<file path="config.mk">
export PLATFORM = sky130hd
export DESIGN_NAME = touch_gesture_to_pointer
export DESIGN_NICKNAME = d
export VERILOG_FILES = /design/src/hdl/tgp_pkg.sv /design/src/hdl/touch_gesture_to_pointer.sv
export VERILOG_INCLUDE_DIRS = /design/src /design/src/hdl
export SDC_FILE = /design/constraint.sdc
export NUM_CORES = 1
export LEC_CHECK = 0
export BUFFER_PORTS_ARGS = -buffer_cell sky130_fd_sc_hd__buf_2
export CAP_MARGIN = 15
export CORE_MARGIN = 3
export CORE_UTILIZATION = 30
export CTS_CLUSTER_SIZE = 16
export DETAILED_ROUTE_END_ITERATION = 6
export PLACE_DENSITY = 0.49
export SYNTH_ARGS = -nofsm -noshare
export SYNTH_HDL_FRONTEND = slang
export SYNTH_SLANG_ARGS = --single-unit
</file>
<file path="constraint.sdc">
create_clock -name aclk -period 8.7 [get_ports aclk]
set_input_delay 1.74 -clock aclk [delete_from_list [all_inputs] [get_ports aclk]]
set_output_delay 1.74 -clock aclk [all_outputs]
set_load 0.01 [all_outputs]
</file>
<file path="src/hdl/assert_macros.svh">
// Assertion helpers used by the RTL file touch_gesture_to_pointer.sv.
`ifndef ASSERT_MACROS_SVH
`define ASSERT_MACROS_SVH

// Same-cycle implication, checked outside of reset.
`define ASSERT_IMPLIES(label, clk, rstn, ante, cons) \
    label: assert property (@(posedge clk) disable iff (!(rstn)) (ante) |-> (cons)) \
        else $error("assertion failed: implication");

// Next-cycle implication, checked outside of reset.
`define ASSERT_NEXT(label, clk, rstn, ante, cons) \
    label: assert property (@(posedge clk) disable iff (!(rstn)) (ante) |=> (cons)) \
        else $error("assertion failed: next-cycle implication");

`endif

</file>
<file path="src/hdl/tgp_pkg.sv">
package tgp_pkg;

    localparam int ACCEL_W = 16;
    localparam int COUNT_W = 3;
    localparam int POS_W   = 9;
    localparam int TOL_W   = 15;
    localparam int SCALE_W = 16;
    localparam int PTR_W   = 16;
    localparam int ORIENT_W = 2;

    // With the default 272x480 panel, rotated coordinates span -239..511.
    localparam int COORD_W = POS_W + 2;
    localparam int PROD_W  = COORD_W + SCALE_W + 1;

    localparam int IN_TDATA_W  = 56;
    localparam int OUT_TDATA_W = 40;
    localparam int CFG_IDX_W   = 2;

    typedef enum logic [2:0] {
        EV_NONE       = 3'd0,
        EV_LEFT_DOWN  = 3'd1,
        EV_LEFT_UP    = 3'd2,
        EV_RIGHT_DOWN = 3'd3,
        EV_RIGHT_UP   = 3'd4,
        EV_MOVE       = 3'd5
    } event_kind_t;

    typedef enum logic [ORIENT_W-1:0] {
        ORIENT_UPRIGHT = 2'd0,
        ORIENT_NINETY  = 2'd1,
        ORIENT_FLIPPED = 2'd2,
        ORIENT_TWO_SEVENTY = 2'd3
    } orient_t;

    localparam logic [CFG_IDX_W-1:0] REG_TILT_TOLERANCE   = 2'd0;
    localparam logic [CFG_IDX_W-1:0] REG_SCALE_SHORT_SIDE = 2'd1;
    localparam logic [CFG_IDX_W-1:0] REG_SCALE_LONG_SIDE  = 2'd2;

    localparam logic [TOL_W-1:0]   TILT_TOLERANCE_RESET   = 15'd350;
    localparam logic [SCALE_W-1:0] SCALE_SHORT_SIDE_RESET = 16'd241;
    localparam logic [SCALE_W-1:0] SCALE_LONG_SIDE_RESET  = 16'd136;
    localparam logic [PTR_W-1:0]   PTR_MAX = 16'hFFFF;

endpackage

</file>
<file path="src/hdl/touch_gesture_to_pointer.sv">
// Channel   Direction  Payload
// s_        in         one sensor poll (accelerometer, touch count, first touch)
// m_        out        one pointer result per poll
// cfg_      in         register writes, no read-back
//
// Three register stages: input register, gesture/orientation decode with the
// state update, then scale multiply and saturation into the output register.
// One poll is accepted per cycle unless the output stalls; it passes the input and stage 2 registers before m_tvalid.
// All stages advance together whenever the output register is empty or taken.
// Reset is synchronous, active low, and restores the register defaults.
`include "assert_macros.svh"

module touch_gesture_to_pointer
    import tgp_pkg::*;
#(
    parameter int PANEL_WIDTH  = 272,
    parameter int PANEL_HEIGHT = 480
) (
    input  logic                   aclk,
    input  logic                   aresetn,
    input  logic                   s_tvalid,
    output logic                   s_tready,
    // accel_x[15:0], accel_y[31:16], touch_count[34:32], touch_x[43:35], touch_y[52:44]
    input  logic [IN_TDATA_W-1:0]  s_tdata,
    output logic                   m_tvalid,
    input  logic                   m_tready,
    // pointer_x[15:0], pointer_y[31:16], orientation[33:32], orientation_changed[34]
    output logic [OUT_TDATA_W-1:0] m_tdata,
    // event_kind[2:0]
    output logic [2:0]             m_tuser,
    input  logic                   cfg_wr_en,
    input  logic [CFG_IDX_W-1:0]   cfg_index,
    input  logic [SCALE_W-1:0]     cfg_wdata
);

    localparam logic signed [COORD_W-1:0] PW = COORD_W'(PANEL_WIDTH);
    localparam logic signed [COORD_W-1:0] PH = COORD_W'(PANEL_HEIGHT);

    logic advance;

    // Configuration registers.
    logic [TOL_W-1:0]   tilt_tolerance_reg;
    logic [SCALE_W-1:0] scale_short_reg;
    logic [SCALE_W-1:0] scale_long_reg;

    always_ff @(posedge aclk) begin
        if (!aresetn) begin
            tilt_tolerance_reg <= TILT_TOLERANCE_RESET;
            scale_short_reg    <= SCALE_SHORT_SIDE_RESET;
            scale_long_reg     <= SCALE_LONG_SIDE_RESET;
        end else if (cfg_wr_en) begin
            unique case (cfg_index)
                REG_TILT_TOLERANCE:   tilt_tolerance_reg <= cfg_wdata[TOL_W-1:0];
                REG_SCALE_SHORT_SIDE: scale_short_reg    <= cfg_wdata;
                REG_SCALE_LONG_SIDE:  scale_long_reg     <= cfg_wdata;
                default: ;
            endcase
        end
    end

    // Stage 1: input register.
    logic                      in_valid_reg;
    logic signed [ACCEL_W-1:0] ax_reg, ay_reg;
    logic [COUNT_W-1:0]        cnt_reg;
    logic [POS_W-1:0]          tx_reg, ty_reg;

    always_ff @(posedge aclk) begin
        if (!aresetn) begin
            in_valid_reg <= 1'b0;
        end else if (advance) begin
            in_valid_reg <= s_tvalid;
        end
    end

    always_ff @(posedge aclk) begin
        if (advance) begin
            ax_reg  <= s_tdata[15:0];
            ay_reg  <= s_tdata[31:16];
            cnt_reg <= s_tdata[34:32];
            tx_reg  <= s_tdata[43:35];
            ty_reg  <= s_tdata[52:44];
        end
    end

    // Persistent gesture and orientation state.
    logic [ORIENT_W-1:0] orient_reg, orient_next;
    logic [COUNT_W-1:0]  prior_cnt_reg;
    logic [POS_W-1:0]    prior_x_reg, prior_y_reg;
    logic right_enable_reg, right_enable_next;
    logic right_armed_reg, right_armed_next;
    logic right_held_reg, right_held_next;
    logic right_just_reg, right_just_next;

    // Stage 2 decode.
    logic signed [ACCEL_W+1:0] ax_e, ay_e, tol_e, abx, aby;
    event_kind_t               ev_next;
    logic [POS_W-1:0]          bx, by;
    logic signed [COORD_W-1:0] xi, yi, rx_next, ry_next;
    logic                      land_next;

    always_comb begin
        ax_e  = (ACCEL_W+2)'(ax_reg);
        ay_e  = (ACCEL_W+2)'(ay_reg);
        tol_e = $signed({3'b000, tilt_tolerance_reg});
        abx   = ax_e[ACCEL_W+1] ? -ax_e : ax_e;
        aby   = ay_e[ACCEL_W+1] ? -ay_e : ay_e;

        orient_next = orient_reg;
        if (aby < tol_e) begin
            if (ax_e < -tol_e) orient_next = ORIENT_TWO_SEVENTY;
            if (ax_e > tol_e)  orient_next = ORIENT_NINETY;
        end
        if (abx < tol_e) begin
            if (ay_e > tol_e)  orient_next = ORIENT_UPRIGHT;
            if (ay_e < -tol_e) orient_next = ORIENT_FLIPPED;
        end

        ev_next           = EV_NONE;
        bx                = tx_reg;
        by                = ty_reg;
        right_enable_next = right_enable_reg;
        right_armed_next  = right_armed_reg;
        right_held_next   = right_held_reg;
        right_just_next   = right_just_reg;

        if (cnt_reg == COUNT_W'(0)) begin
            // A release reports where the finger was on the previous poll.
            bx = prior_x_reg;
            by = prior_y_reg;
            if (prior_cnt_reg != COUNT_W'(0)) begin
                ev_next = right_held_reg ? EV_RIGHT_UP : EV_LEFT_UP;
                if (right_just_reg) begin
                    right_just_next = 1'b0;
                end else if (right_held_reg) begin
                    right_held_next  = 1'b0;
                    right_armed_next = 1'b0;
                end
            end
        end else if (cnt_reg == COUNT_W'(1)) begin
            if (prior_cnt_reg == COUNT_W'(0)) begin
                ev_next = right_armed_reg ? EV_RIGHT_DOWN : EV_LEFT_DOWN;
                if (right_armed_reg) right_held_next = 1'b1;
            end else begin
                ev_next = EV_MOVE;
            end
        end else if (cnt_reg == COUNT_W'(2) && prior_cnt_reg < COUNT_W'(2)
                     && !right_just_reg && right_enable_reg) begin
            right_armed_next = 1'b1;
        end else if (cnt_reg == COUNT_W'(3) && prior_cnt_reg < COUNT_W'(3)) begin
            right_enable_next = !right_enable_reg;
            if (!right_enable_reg) right_just_next = 1'b1;
        end

        xi = $signed({2'b00, bx});
        yi = $signed({2'b00, by});
        land_next = 1'b0;
        case (orient_next)
            ORIENT_NINETY: begin
                rx_next   = PH - yi;
                ry_next   = xi;
                land_next = 1'b1;
            end
            ORIENT_FLIPPED: begin
                rx_next = PW - xi;
                ry_next = PH - yi;
            end
            ORIENT_TWO_SEVENTY: begin
                rx_next   = yi;
                ry_next   = PW - xi;
                land_next = 1'b1;
            end
            default: begin
                rx_next = xi;
                ry_next = yi;
            end
        endcase
        // No event reports a zero position.
        if (ev_next == EV_NONE) begin
            rx_next = '0;
            ry_next = '0;
        end
    end

    always_ff @(posedge aclk) begin
        if (!aresetn) begin
            orient_reg       <= ORIENT_UPRIGHT;
            prior_cnt_reg    <= '0;
            prior_x_reg      <= '0;
            prior_y_reg      <= '0;
            right_enable_reg <= 1'b1;
            right_armed_reg  <= 1'b0;
            right_held_reg   <= 1'b0;
            right_just_reg   <= 1'b0;
        end else if (advance && in_valid_reg) begin
            orient_reg       <= orient_next;
            prior_cnt_reg    <= cnt_reg;
            prior_x_reg      <= tx_reg;
            prior_y_reg      <= ty_reg;
            right_enable_reg <= right_enable_next;
            right_armed_reg  <= right_armed_next;
            right_held_reg   <= right_held_next;
            right_just_reg   <= right_just_next;
        end
    end

    // Stage 2 register.
    logic                      mid_valid_reg;
    event_kind_t               ev_mid_reg;
    logic signed [COORD_W-1:0] rx_mid_reg, ry_mid_reg;
    logic                      land_mid_reg;
    logic [ORIENT_W-1:0]       orient_mid_reg;
    logic                      chg_mid_reg;

    always_ff @(posedge aclk) begin
        if (!aresetn) begin
            mid_valid_reg <= 1'b0;
        end else if (advance) begin
            mid_valid_reg <= in_valid_reg;
        end
    end

    always_ff @(posedge aclk) begin
        if (advance) begin
            ev_mid_reg     <= ev_next;
            rx_mid_reg     <= rx_next;
            ry_mid_reg     <= ry_next;
            land_mid_reg   <= land_next;
            orient_mid_reg <= orient_next;
            chg_mid_reg    <= (orient_next != orient_reg);
        end
    end

    // Stage 3: scale and saturate.
    logic signed [SCALE_W:0]  scale_x, scale_y;
    logic signed [PROD_W-1:0] prod_x, prod_y;
    logic [PTR_W-1:0]         px_next, py_next;

    function automatic logic [PTR_W-1:0] saturate(input logic signed [PROD_W-1:0] p);
        logic [PTR_W-1:0] r;
        if (p[PROD_W-1]) begin
            r = '0;
        end else if (|p[PROD_W-2:PTR_W]) begin
            r = PTR_MAX;
        end else begin
            r = p[PTR_W-1:0];
        end
        return r;
    endfunction

    always_comb begin
        scale_x = $signed({1'b0, land_mid_reg ? scale_long_reg : scale_short_reg});
        scale_y = $signed({1'b0, land_mid_reg ? scale_short_reg : scale_long_reg});
        prod_x  = PROD_W'(rx_mid_reg) * PROD_W'(scale_x);
        prod_y  = PROD_W'(ry_mid_reg) * PROD_W'(scale_y);
        px_next = saturate(prod_x);
        py_next = saturate(prod_y);
    end

    logic                m_valid_reg;
    event_kind_t         m_event_reg;
    logic [PTR_W-1:0]    m_px_reg, m_py_reg;
    logic [ORIENT_W-1:0] m_orient_reg;
    logic                m_chg_reg;

    always_ff @(posedge aclk) begin
        if (!aresetn) begin
            m_valid_reg <= 1'b0;
        end else if (advance) begin
            m_valid_reg <= mid_valid_reg;
        end
    end

    always_ff @(posedge aclk) begin
        if (advance) begin
            m_event_reg  <= ev_mid_reg;
            m_px_reg     <= px_next;
            m_py_reg     <= py_next;
            m_orient_reg <= orient_mid_reg;
            m_chg_reg    <= chg_mid_reg;
        end
    end

    assign advance  = !m_valid_reg || m_tready;
    assign s_tready = advance;
    assign m_tvalid = m_valid_reg;
    assign m_tuser  = m_event_reg;
    assign m_tdata  = {5'b00000, m_chg_reg, m_orient_reg, m_py_reg, m_px_reg};

    `ASSERT_IMPLIES(a_no_event_zero_pos, aclk, aresetn, m_tvalid && m_tuser == EV_NONE, m_tdata[31:0] == 32'd0)
    `ASSERT_IMPLIES(a_held_needs_armed, aclk, aresetn, right_held_reg, right_armed_reg)
    `ASSERT_IMPLIES(a_stall_blocks_input, aclk, aresetn, m_tvalid && !m_tready, !s_tready)

endmodule

</file>
* Yosys cells after proc, flatten, opt, wreduce, memory -nomap -nowiden
Cells that the tools add are included.
** Cells by class
- Equality and inequality tests :: 15
- Bitwise operators :: 3
- Reductions and logical operators :: 29
- Muxes and demuxes :: 41
- Add/sub/neg operators :: 5
- Multipliers :: 2
- Magnitude comparators :: 8
** Operators by type and width (number)
- $pmux 11 s3 :: 2
- $mux 16 :: 4
- $mul 11x17->28 :: 2
- $lt 16x18->1 :: 2
- $lt 18x16->1 :: 2
- $mux 18 :: 2
- $neg 16->18 :: 2
- $gt 16x16->1 :: 2
- $reduce_or 11->1 :: 2
- $sub 9x9->10 const A :: 2
- $mux 1 :: 19
- $mux 9 :: 2
- $neg 15->18 :: 1
- $reduce_and 6->1 :: 3
- $mux 3 :: 5
- $mux 2 :: 7
- $reduce_bool 2->1 :: 5
- $logic_not 3->1 :: 3
- $ne 2x2->1 const B :: 4
- $eq 2x2->1 const B :: 3
- $eq 3x2->1 const B :: 2
- $lt 3x2->1 const B :: 2
- $reduce_and 2->1 :: 3
- $logic_and 1x1->1 :: 5
- 11 further kinds :: 17
** Storage, ports and cells
- Input port bits :: 79
- Bits in registers :: 197
- Word-level logic and storage cells :: 133

* Depth between registers and ports, before layout
Gate-level depths: netlist (run 1).
- Depth after elaboration :: 11
- Gate-level depth with buffers :: 28
- Mapped depth without buffers :: 22

* Worst setup path after synthesis (run 1)
No wires, ideal clock.
- Path kind :: register to register
- From :: reg, netlist name orient_mid_reg[0]
- To :: reg m_py_reg[0], data pin
- Setup slack :: 1.443 ns
- Data arrival time :: 6.981 ns
- Setup time :: 0.275 ns
- Data required time :: 8.425 ns
- Buffers on the path :: 4
- Cell stages (with the launch flop) :: 26
- Path through :: edfxtp_1 -> clkbuf_1 -> buf_1 -> mux2_2 -> clkbuf_1 -> and2_1 -> fa_1 -> inv_1 -> fa_1 -> inv_1 -> fa_1 -> fa_1 -> inv_1 -> fa_1 -> inv_1 -> ha_1 -> a21o_1 -> a21o_1 -> a2111oi_0 -> or3_1 -> a31oi_1 -> o31a_1 -> nor4_1 -> a311o_1 -> clkbuf_1 -> a21oi_1
** RTL lines
- end signal: assignment :: line touch_gesture_to_pointer.sv:277 : m_py_reg <= py_next;
- end: declaration :: line touch_gesture_to_pointer.sv:261 : logic [PTR_W-1:0] m_px_reg, m_py_reg;

==> qor.csv, run 1 <==
stage,metric,value,unit
setup_path,worstReg2RegStart,orient_mid_reg[0],
logic_synthesis,async_reset_ff_share,0,%
floorplanning,start_util,30.6,%
final_layout,fin_area,25000,um2
logic_synthesis,synth-seq-cells,194,
logic_synthesis,syn_area,23000,um2
global_routing,grt_overflow,0,
detailed_routing,avgViaCountPerCell,4.94,
timing,max-slew-margin-rel,23.7,%
power,ir_drop,0.147,mV
setup_path,r2r_slack,1.12,ns
final_layout,layout.nets,3156,
logic_synthesis,synth_edf_count,117,
global_routing,grt_pass1_vias,18200,
timing,setup_violations,0,
power,p_leak,0.0115,uW
global_routing,antenna_found_initial,9,
placed_design,hpwl,47500,um
timing,tightest_slew,1.14,ns
setup_path,cp.arrival,7.79,ns
power,p_per_area,141,nW/um2
min_path,hp-start,ev_mid_reg[0],
cts,numCtsBuffers,17,
flow_run,maxCapViolCount,0,
floorplanning,coreArea,75100,um2
floorplanning,rows,100,
final_layout,synthToLayoutAreaGrowth,9.02,%
cts,ctsResizeCount,0,
cts,clk-insertion-delay-late,0.49,ns
setup_path,crit_type,reg -> reg,
logic_synthesis,yosysSeqAreaShare,22.0,%
outcome,outcome,"finished, final reports clean",
placed_design,io_buffers,115,
setup_path,worstPathRequired,8.91,ns
logic_synthesis,synth_cell_types,78,
detailed_routing,wl_per_cell,16.8,um
timing,fmax,132,MHz
timing,final_hold_viol_count,0,
timing,rsz0062_at_grt,no,
global_routing,grt_start_max_net_pins,64,
timing,fin_skew,0.0212,ns
timing,fin_crit_sh,87.1,%
placed_design,dpl_cell_area,24400,um2
global_routing,grt_pass1_wl,97200,um
logic_synthesis,netlist_instances,2522,
detailed_routing,drtPass1Iterations,5,
timing,tns,0,ns
placed_design,gp_congestion,0.846,
final_layout,drive_gt1_share,9.00,%
logic_synthesis,yosysWarnings,0,
detailed_routing,wirelength,59800,um
floorplanning,dieArea,79900,um2
logic_synthesis,syn_area_per_cell,9.10,um2
cts,root_buffer,clkbuf_16,
timing,finalCriticalPeriod,7.58,ns
cts,cts_tree,yes,
setup_path,cp_max_fo,36,
global_routing,grt.total_usage,15.4,%
final_layout,fillers,7704,
setup_path,crit_path_start,orient_mid_reg[0],
logic_synthesis,synthFlopType,edfxtp_1,
cts,postCtsHoldBufs,0,
floorplanning,dieHeight,283,um
floorplanning,io_pins,124,
detailed_routing,drc,0,
setup_path,start_kind,register,
setup_path,cp-end-kind,register,
detailed_routing,vias,17600,
cts,htree_levels,4,
cts,path_clk_slew,0.09,ns
detailed_routing,drtAntennaViolNets,0,
min_path,hold_class,reg -> reg,
cts,clockBufferDepth,2,
cts,cts.sinks,194,
detailed_routing,initialDrtViolationCount,998,
timing,slew_violations,0,
cts,postCtsSetupBuffers,0,
floorplanning,chipWidth,283,um
## logic make-up (layout without fill, tap and decap cells)
| family | Yosys count | after routing | synth area share (%) |
|---|---|---|---|
| compound gates | 399 | 399 | 11.1 |
| xor+xnor | 70 | 70 | 2.67 |
| fa+ha+maj | 511 | 511 | 36.1 |
| buf+inv | 480 | 533 | 8.12 |
| mux | 76 | 76 | 3.51 |
| flops | 194 | 194 | 22.0 |
| simple gates | 791 | 791 | 16.5 |
| other cells | 1 | 15 | 0.0163 |
## where the power goes
part           switching, uW  internal [uW]  leakage [uW]  total [uW]
clock                    411            409      0.000297         821
combinational            881            586       0.00931        1470
sequential               120           1130       0.00188        1250
total                   1410           2130        0.0115        3540
## final timing paths
check,endpoint,depth (start not counted)
worst max-delay path,m_px_reg[15],22
worst min-delay path,m_tuser[0],0
worst max register to register,m_px_reg[15],22
worst min register to register,m_tuser[0],0
## synthesized netlist by cell type (14+ instances only)
master | n | area (um2)
nand2_1 | 381 | 1430
inv_1 | 374 | 1400
ha_1 | 259 | 3240
fa_1 | 252 | 5040
a21oi_1 | 157 | 786
and2_1 | 149 | 932
edfxtp_1 | 117 | 3510
nor2_1 | 87 | 327
clkbuf_1 | 81 | 304
dfxtp_1 | 77 | 1540
o21ai_0 | 61 | 305
xnor2_1 | 49 | 429
mux2i_1 | 40 | 400
mux2_2 | 36 | 405
a21o_1 | 35 | 263
nand3_1 | 34 | 170
nor3_1 | 28 | 140
xor2_1 | 21 | 184
a211oi_1 | 17 | 128
o211ai_1 | 17 | 128
o21a_1 | 16 | 120
and3_1 | 14 | 87.6
nand4_1 | 14 | 87.6
## worst max-delay path, stage by stage, from the launching register on
cell,delay [ns]
edfxtp_1,0.35
buf_4,0.42
mux2_2,0.53
and2_1,0.23
fa_1,0.55
inv_1,0.06
fa_1,0.49
inv_1,0.06
fa_1,0.52
fa_1,0.55
inv_1,0.05
fa_1,0.53
inv_1,0.04
ha_1,0.33
a211oi_1,0.23
o211ai_1,0.18
and4_1,0.27
o41ai_1,0.46
xnor2_1,0.13
a2111o_1,0.29
nor4_1,0.23
o2111a_1,0.63
a21oi_1,0.16
## metal layers
layer	GRT usage, %	share of wire, %
met4	4.36	2.0
met5	0	0.028
met2	26.5	49
met3	2.05	4.3
met1	20.2	45
## cells in the final DEF (no fill, tap or decap), types with 14 or more instances in the layout
cell,Yosys,routed
dfxtp_1,77,77
o21a_1,16,16
nor3_1,28,27
nand3_1,34,34
nor2_1,87,87
a21o_1,35,35
nand4_1,14,14
edfxtp_1,117,117
and2_1,149,149
a211oi_1,17,17
o21ai_0,61,61
nand2_1,381,381
and3_1,14,14
xnor2_1,49,49
o211ai_1,17,17
ha_1,259,259
mux2_2,36,36
xor2_1,21,21
fa_1,252,252
buf_2,9,115
mux2i_1,40,40
clkbuf_16,0,18
a21oi_1,157,157
inv_1,374,373
## final cells by class
class / instances / area (um2) / share of cell area, %
sequential: 194 / 5050 / 20.2
timing repair buffer: 125 / 651 / 2.60
inverter: 376 / 1410 / 5.65
clock buffer: 20 / 468 / 1.87
multi-input combinational: 1852 / 16100 / 64.2
clock inverter: 12 / 131 / 0.525
antenna: 10 / 25.0 / 0.100
tap: 969 / 1210 / 4.84
## metrics by stage
stage	total power [uW]	setup WS [ns]	hold WS (ns)	utilization, %	std cells
6_report	3540	1.12	0.424	33.3	3558
5_1_grt	3820	0.717	0.432	33.3	3550
4_1_cts	3600	1.08	0.425	33.3	3548
3_5_place_dp	2760	1.07	0.406	32.5	3516
3_3_place_gp	2730	1.23	0.404	32.5	3516
2_1_floorplan	2320	1.44	0.400	-	2526
Power figures use the tool's default switching activity.
==> run 2, diff against run 1 <==
Settings changed: RECOVER_POWER from default to 50.
==> run 2 against run 1 <==
  * The flow now finishes with violations (max-capacitance violations, max-slew violations)
  * Largest power group unchanged
  * Worst setup slack better by 0.032 ns
  * Die area unchanged
  * Hold slack worse by 0.00059 ns
  * First-iteration DRC count down 2.9%
  * Critical endpoint is now m_px_reg[0]
  * Via count about the same
  * Critical path type unchanged
==> qor.csv, run 2 (synthesis gave the netlist of run 1 again) <==
stage,metric,value,unit
outcome,outcome,"finished, violations left",
setup_path,crit_path_start,orient_mid_reg[0],
placed_design,gp_congestion,0.846,
final_layout,final_cell_mix,"nand2_1, inv_1, ha_1",
detailed_routing,route.met2.wl,29000,um
power,power.net_switching,1410,uW
setup_path,r2r_slack,1.16,ns
detailed_routing,m1WireLength,26900,um
cts,cts.sinks,194,
floorplanning,coreArea,75100,um2
setup_path,reg2reg_depth,22,
floorplanning,io_pins,124,
detailed_routing,avgViaCountPerCell,4.94,
cts,clk-insertion-delay-late,0.49,ns
setup_path,start_kind,register,
power,p_clk_share,23.2,%
power,seq_power_share,35.5,%
min_path,hp-start,orient_mid_reg[1],
final_layout,drive_gt1_share,8.30,%
detailed_routing,wl_met3,2570,um
min_path,hold_class,reg -> reg,
detailed_routing,wirelength,59700,um
setup_path,cp.arrival,7.77,ns
placed_design,io_buffers,115,
detailed_routing,initialDrtViolationCount,969,
setup_path,r2r-end,m_px_reg[0],
setup_path,cp_max_fo,36,
flow_run,maxCapViolCount,2,
setup_path,worstPathRequired,8.92,ns
detailed_routing,drc,0,
floorplanning,dieArea,79900,um2
power,cell_internal_pwr,2120,uW
global_routing,grt_pass1_vias,18200,
timing,fmax,133,MHz
cts,ctsResizeCount,0,
floorplanning,chipWidth,283,um
floorplanning,dieHeight,283,um
detailed_routing,vias,17600,
cts,path_clk_slew,0.09,ns
timing,final_hold_viol_count,0,
min_path,hold_depth,0,
timing,rsz0062_at_grt,no,
timing,setup_violations,0,
cts,numCtsBuffers,17,
outcome,violations,"max-capacitance violations, max-slew violations",
power,p_comb_share,41.3,%
timing,fin_crit_sh,86.7,%
cts,root_buffer,clkbuf_16,
power,p_per_area,141,nW/um2
power,p_leak,0.0114,uW
timing,finalCriticalPeriod,7.54,ns
final_layout,final_core_util,33.3,%
timing,tns,0,ns
global_routing,antenna_found_initial,9,
timing,max-slew-margin-rel,-87.3,%
final_layout,final_common_cell,nand2_1,
detailed_routing,maxUsedRoutingLayer,met5,
global_routing,grt.total_usage,15.4,%
final_layout,layout.nets,3156,
final_layout,synthToLayoutAreaGrowth,8.89,%
timing,tightest_slew,2.79,ns
detailed_routing,drtAntennaViolNets,0,
detailed_routing,wl_per_cell,16.8,um
timing,fin_skew,0.0219,ns
global_routing,grt_overflow,0,
detailed_routing,drtPass1Iterations,6,
global_routing,grt_pass1_wl,97200,um
setup_path,worstReg2RegStart,orient_mid_reg[0],
power,ir_drop,0.147,mV
floorplanning,rows,100,
power,swShare,39.9,%
setup_path,crit_type,reg -> reg,
min_path,hold_end,m_orient_reg[1],
global_routing,grt_start_max_net_pins,64,
floorplanning,start_util,30.6,%
cts,clockBufferDepth,2,
placed_design,hpwl,47500,um
timing,slew_violations,125,
setup_path,cp-end-kind,register,
cts,postCtsSetupBuffers,0,
cts,cts_tree,yes,
cts,postCtsHoldBufs,0,
cts,htree_levels,4,
run 2: worst max-delay path by stage:
stage	to	slack, ns
floorplan	m_py_reg[0]	1.44
global placement	m_px_reg[5]	1.23
detailed placement	m_px_reg[6]	1.07
CTS	m_px_reg[6]	1.08
global route	m_px_reg[15]	0.72
finish	m_px_reg[0]	1.16
run 2: layer usage:
layer | vias up | global-route usage (%)
met5 | - | 0
li1 | 8412 | -
met4 | 2 | 4.36
met3 | 58 | 2.05
met1 | 8767 | 20.2
met2 | 335 | 26.5
run 2: layout make-up:
type                            instances  area, um2
Clock buffer                           20        468
Inverter                              376       1410
Clock inverter                         12        131
Fill cell                            7708      50100
Tap cell                              969       1210
Sequential cell                       194       5050
Multi-Input combinational cell       1852      16100
Antenna cell                            9       22.5
Timing Repair Buffer                  125        628
run 2: power groups by stage:
stage	combinational, uW	sequential [uW]	clock (uW)
3_5_place_dp	1490	1270	0
6_report	1460	1250	818
2_1_floorplan	1080	1250	0
3_3_place_gp	1460	1270	0
4_1_cts	1500	1250	853
5_1_grt	1670	1270	879
run 2: per-stage QoR:
step	instance area, um2	power [uW]	worst slack, ns	instances	hold WS [ns]
3_5_place_dp	24400	2760	1.07	3516	0.406
2_1_floorplan	23000	2320	1.44	2526	0.400
3_3_place_gp	24400	2730	1.23	3516	0.404
4_1_cts	25000	3600	1.08	3548	0.425
5_1_grt	25000	3820	0.717	3550	0.432
6_report	25000	3530	1.16	3557	0.423
run 2: worst max-delay path, cell delays in order, from the launching register on:
cell      delay, ns
edfxtp_1       0.34
buf_4          0.41
mux2_2         0.53
and2_1         0.23
fa_1           0.54
inv_1          0.06
fa_1           0.49
inv_1          0.06
fa_1           0.52
fa_1           0.55
inv_1          0.05
fa_1           0.53
inv_1          0.04
ha_1           0.33
a211oi_1       0.23
o211ai_1       0.18
and4_1         0.27
o41ai_1        0.46
xnor2_1        0.13
a2111o_1       0.29
nor4_1         0.23
o2111a_1       0.63
a21oi_1        0.16
==> run 3, diff against run 2 <==
Settings changed: CORE_UTILIZATION 30 to 35, GPL_TIMING_DRIVEN from default to 0, PLACE_DENSITY 0.49 to 0.55.
Clock period 8.7 ns to 8.8 ns, I/O delays scaled along.
==> run 3 against run 2 <==
  * The flow now finishes without violations
  * Sequential share of layout area fell by 0.21 points
  * Clock-buffer cell count fell by 2
  * Combinational power rose by 5%
  * Clock power fell by 1%
  * Worst setup slack got worse by 0.64 ns
  * Cell area rose by 1.0%
  * Critical path type unchanged
  * Largest cell class unchanged
==> qor.csv, run 3 (synthesis gave the netlist of run 1 again) <==
stage,metric,value,unit
outcome,outcome,"finished, final reports clean",
power,swShare,39.9,%
final_layout,final_cell_mix,"nand2_1, inv_1, ha_1",
power,p_leak,0.0116,uW
final_layout,drive_gt1_share,8.83,%
cts,path_clk_slew,0.08,ns
final_layout,layout.nets,3250,
global_routing,grt_overflow,0,
detailed_routing,drtPass1Iterations,5,
global_routing,grt_pass1_wl,100000,um
global_routing,grt_use_met1,23.9,%
setup_path,cp_max_fo,10,
timing,tightest_slew,1.11,ns
placed_design,io_buffers,114,
final_layout,layoutNonFillerInstCount,3533,
setup_path,crit_type,reg -> reg,
setup_path,worstPathRequired,9.02,ns
floorplanning,io_pins,124,
placed_design,gp_congestion,0.877,
cts,postCtsHoldBufs,0,
cts,clk-insertion-delay-late,0.49,ns
floorplanning,dieArea,68700,um2
cts,htree_levels,4,
flow_run,maxCapViolCount,0,
floorplanning,chipWidth,262,um
final_layout,synthToLayoutAreaGrowth,10.0,%
global_routing,grt.total_usage,18.6,%
detailed_routing,wirelength,61600,um
floorplanning,rows,93,
detailed_routing,drtAntennaViolNets,0,
global_routing,grt_start_max_net_pins,104,
timing,slew_violations,0,
timing,fin_crit_sh,94.2,%
setup_path,cp.arrival,8.50,ns
setup_path,start_kind,register,
timing,rsz0062_at_grt,no,
detailed_routing,wl_per_cell,17.4,um
timing,finalCriticalPeriod,8.29,ns
timing,tns,0,ns
cts,ctsResizeCount,0,
setup_path,max_stage_delay,0.57,ns
floorplanning,start_util,35.5,%
min_path,hold_class,reg -> reg,
detailed_routing,vias,18000,
global_routing,met3_usage,2.89,%
final_layout,final_common_cell,nand2_1,
floorplanning,dieHeight,262,um
power,p_per_area,141,nW/um2
timing,max-slew-margin-rel,25.9,%
timing,setup_violations,0,
cts,postCtsSetupBuffers,0,
detailed_routing,drc,0,
placed_design,dp_slack,0.175,ns
cts,numCtsBuffers,17,
timing,final_hold_viol_count,0,
placed_design,hpwl,50700,um
global_routing,grt_pass1_vias,18800,
global_routing,grt-busiest-layer,met2,
power,p_comb_share,43.4,%
cts,root_buffer,clkbuf_16,
global_routing,antenna_found_initial,10,
global_routing,use_met2,32.1,%
power,ir_drop,0.226,mV
cts,cts.sinks,194,
power,power.net_switching,1420,uW
detailed_routing,initialDrtViolationCount,877,
power,seq_power_share,33.9,%
timing,fmax,121,MHz
cts,cts_tree,yes,
floorplanning,coreArea,64700,um2
setup_path,critPathSlowestCell,fa_1,
setup_path,cp_common_cell,fa_1,
detailed_routing,avgViaCountPerCell,5.10,
timing,fin_skew,0.0179,ns
cts,clockBufferDepth,2,
timing,fin_ws,0.513,ns
power,p_clk_share,22.7,%
power,cell_internal_pwr,2140,uW
placed_design,place_inst,3496,
setup_path,cp-end-kind,register,
[run 3: cell count changes in the layout (fill, tap and decap cells not counted), sizes merged]
cell	delta
diode	-4
clkinvlp	+2
buf	+21
clkbuf	+71
inv	-1
bufinv	+1
[run 3: path summary, 6_finish.rpt]
kind | startpoint | endpoint | slack, ns | cells after the start
worst max-delay path | orient_mid_reg[0] | m_px_reg[13] | 0.51 | 25
worst min-delay path | ev_mid_reg[1] | m_tuser[1] | 0.43 | 0
worst max register to register | orient_mid_reg[0] | m_px_reg[13] | 0.51 | 25
worst min register to register | ev_mid_reg[1] | m_tuser[1] | 0.43 | 0
[run 3: routing by layer]
metal | up-vias | wire, um
met1 | 8921 | 27000
met3 | 91 | 2690
met2 | 373 | 30500
met4 | 12 | 1330
li1 | 8607 | -
met5 | - | 80
[run 3: power groups by stage]
stage	Sequential [uW]	Clock, uW	Combinational, uW
2_1_floorplan	1230	0	1060
3_3_place_gp	1230	0	1540
3_5_place_dp	1230	0	1560
4_1_cts	1210	833	1570
5_1_grt	1220	864	1760
6_report	1210	807	1540
[run 3: worst max-delay path: cells and delay by family, from the launching register on]
family	cells	cell delay, ns
simple gates	3	0.81
buf+inv	8	1.61
fa+ha+maj	6	2.93
compound gates	6	1.69
flops	1	0.44
xor+xnor	1	0.12
mux	1	0.41
[run 3: layout make-up]
cell class | count | area, um2
diodes | 5 | 12.5
fillers | 6582 | 39400
inverters | 376 | 1410
well taps | 855 | 1070
plain buffers | 104 | 455
repair buffers | 115 | 591
clock inverters | 14 | 166
flip-flops and latches | 194 | 5050
clock buffers | 18 | 429
multi-input cells | 1852 | 16100
[run 3: per-stage QoR]
stage               instance area [um2]  total power (uW)  utilization, %  hold WS (ns)
finish                            25300              3560            39.0         0.426
global route                      25200              3840            39.0         0.439
CTS                               25200              3610            39.0         0.431
detailed placement                24600              2790            38.1         0.412
global placement                  24600              2760            38.0         0.411
floorplan                         23000              2300               -         0.400
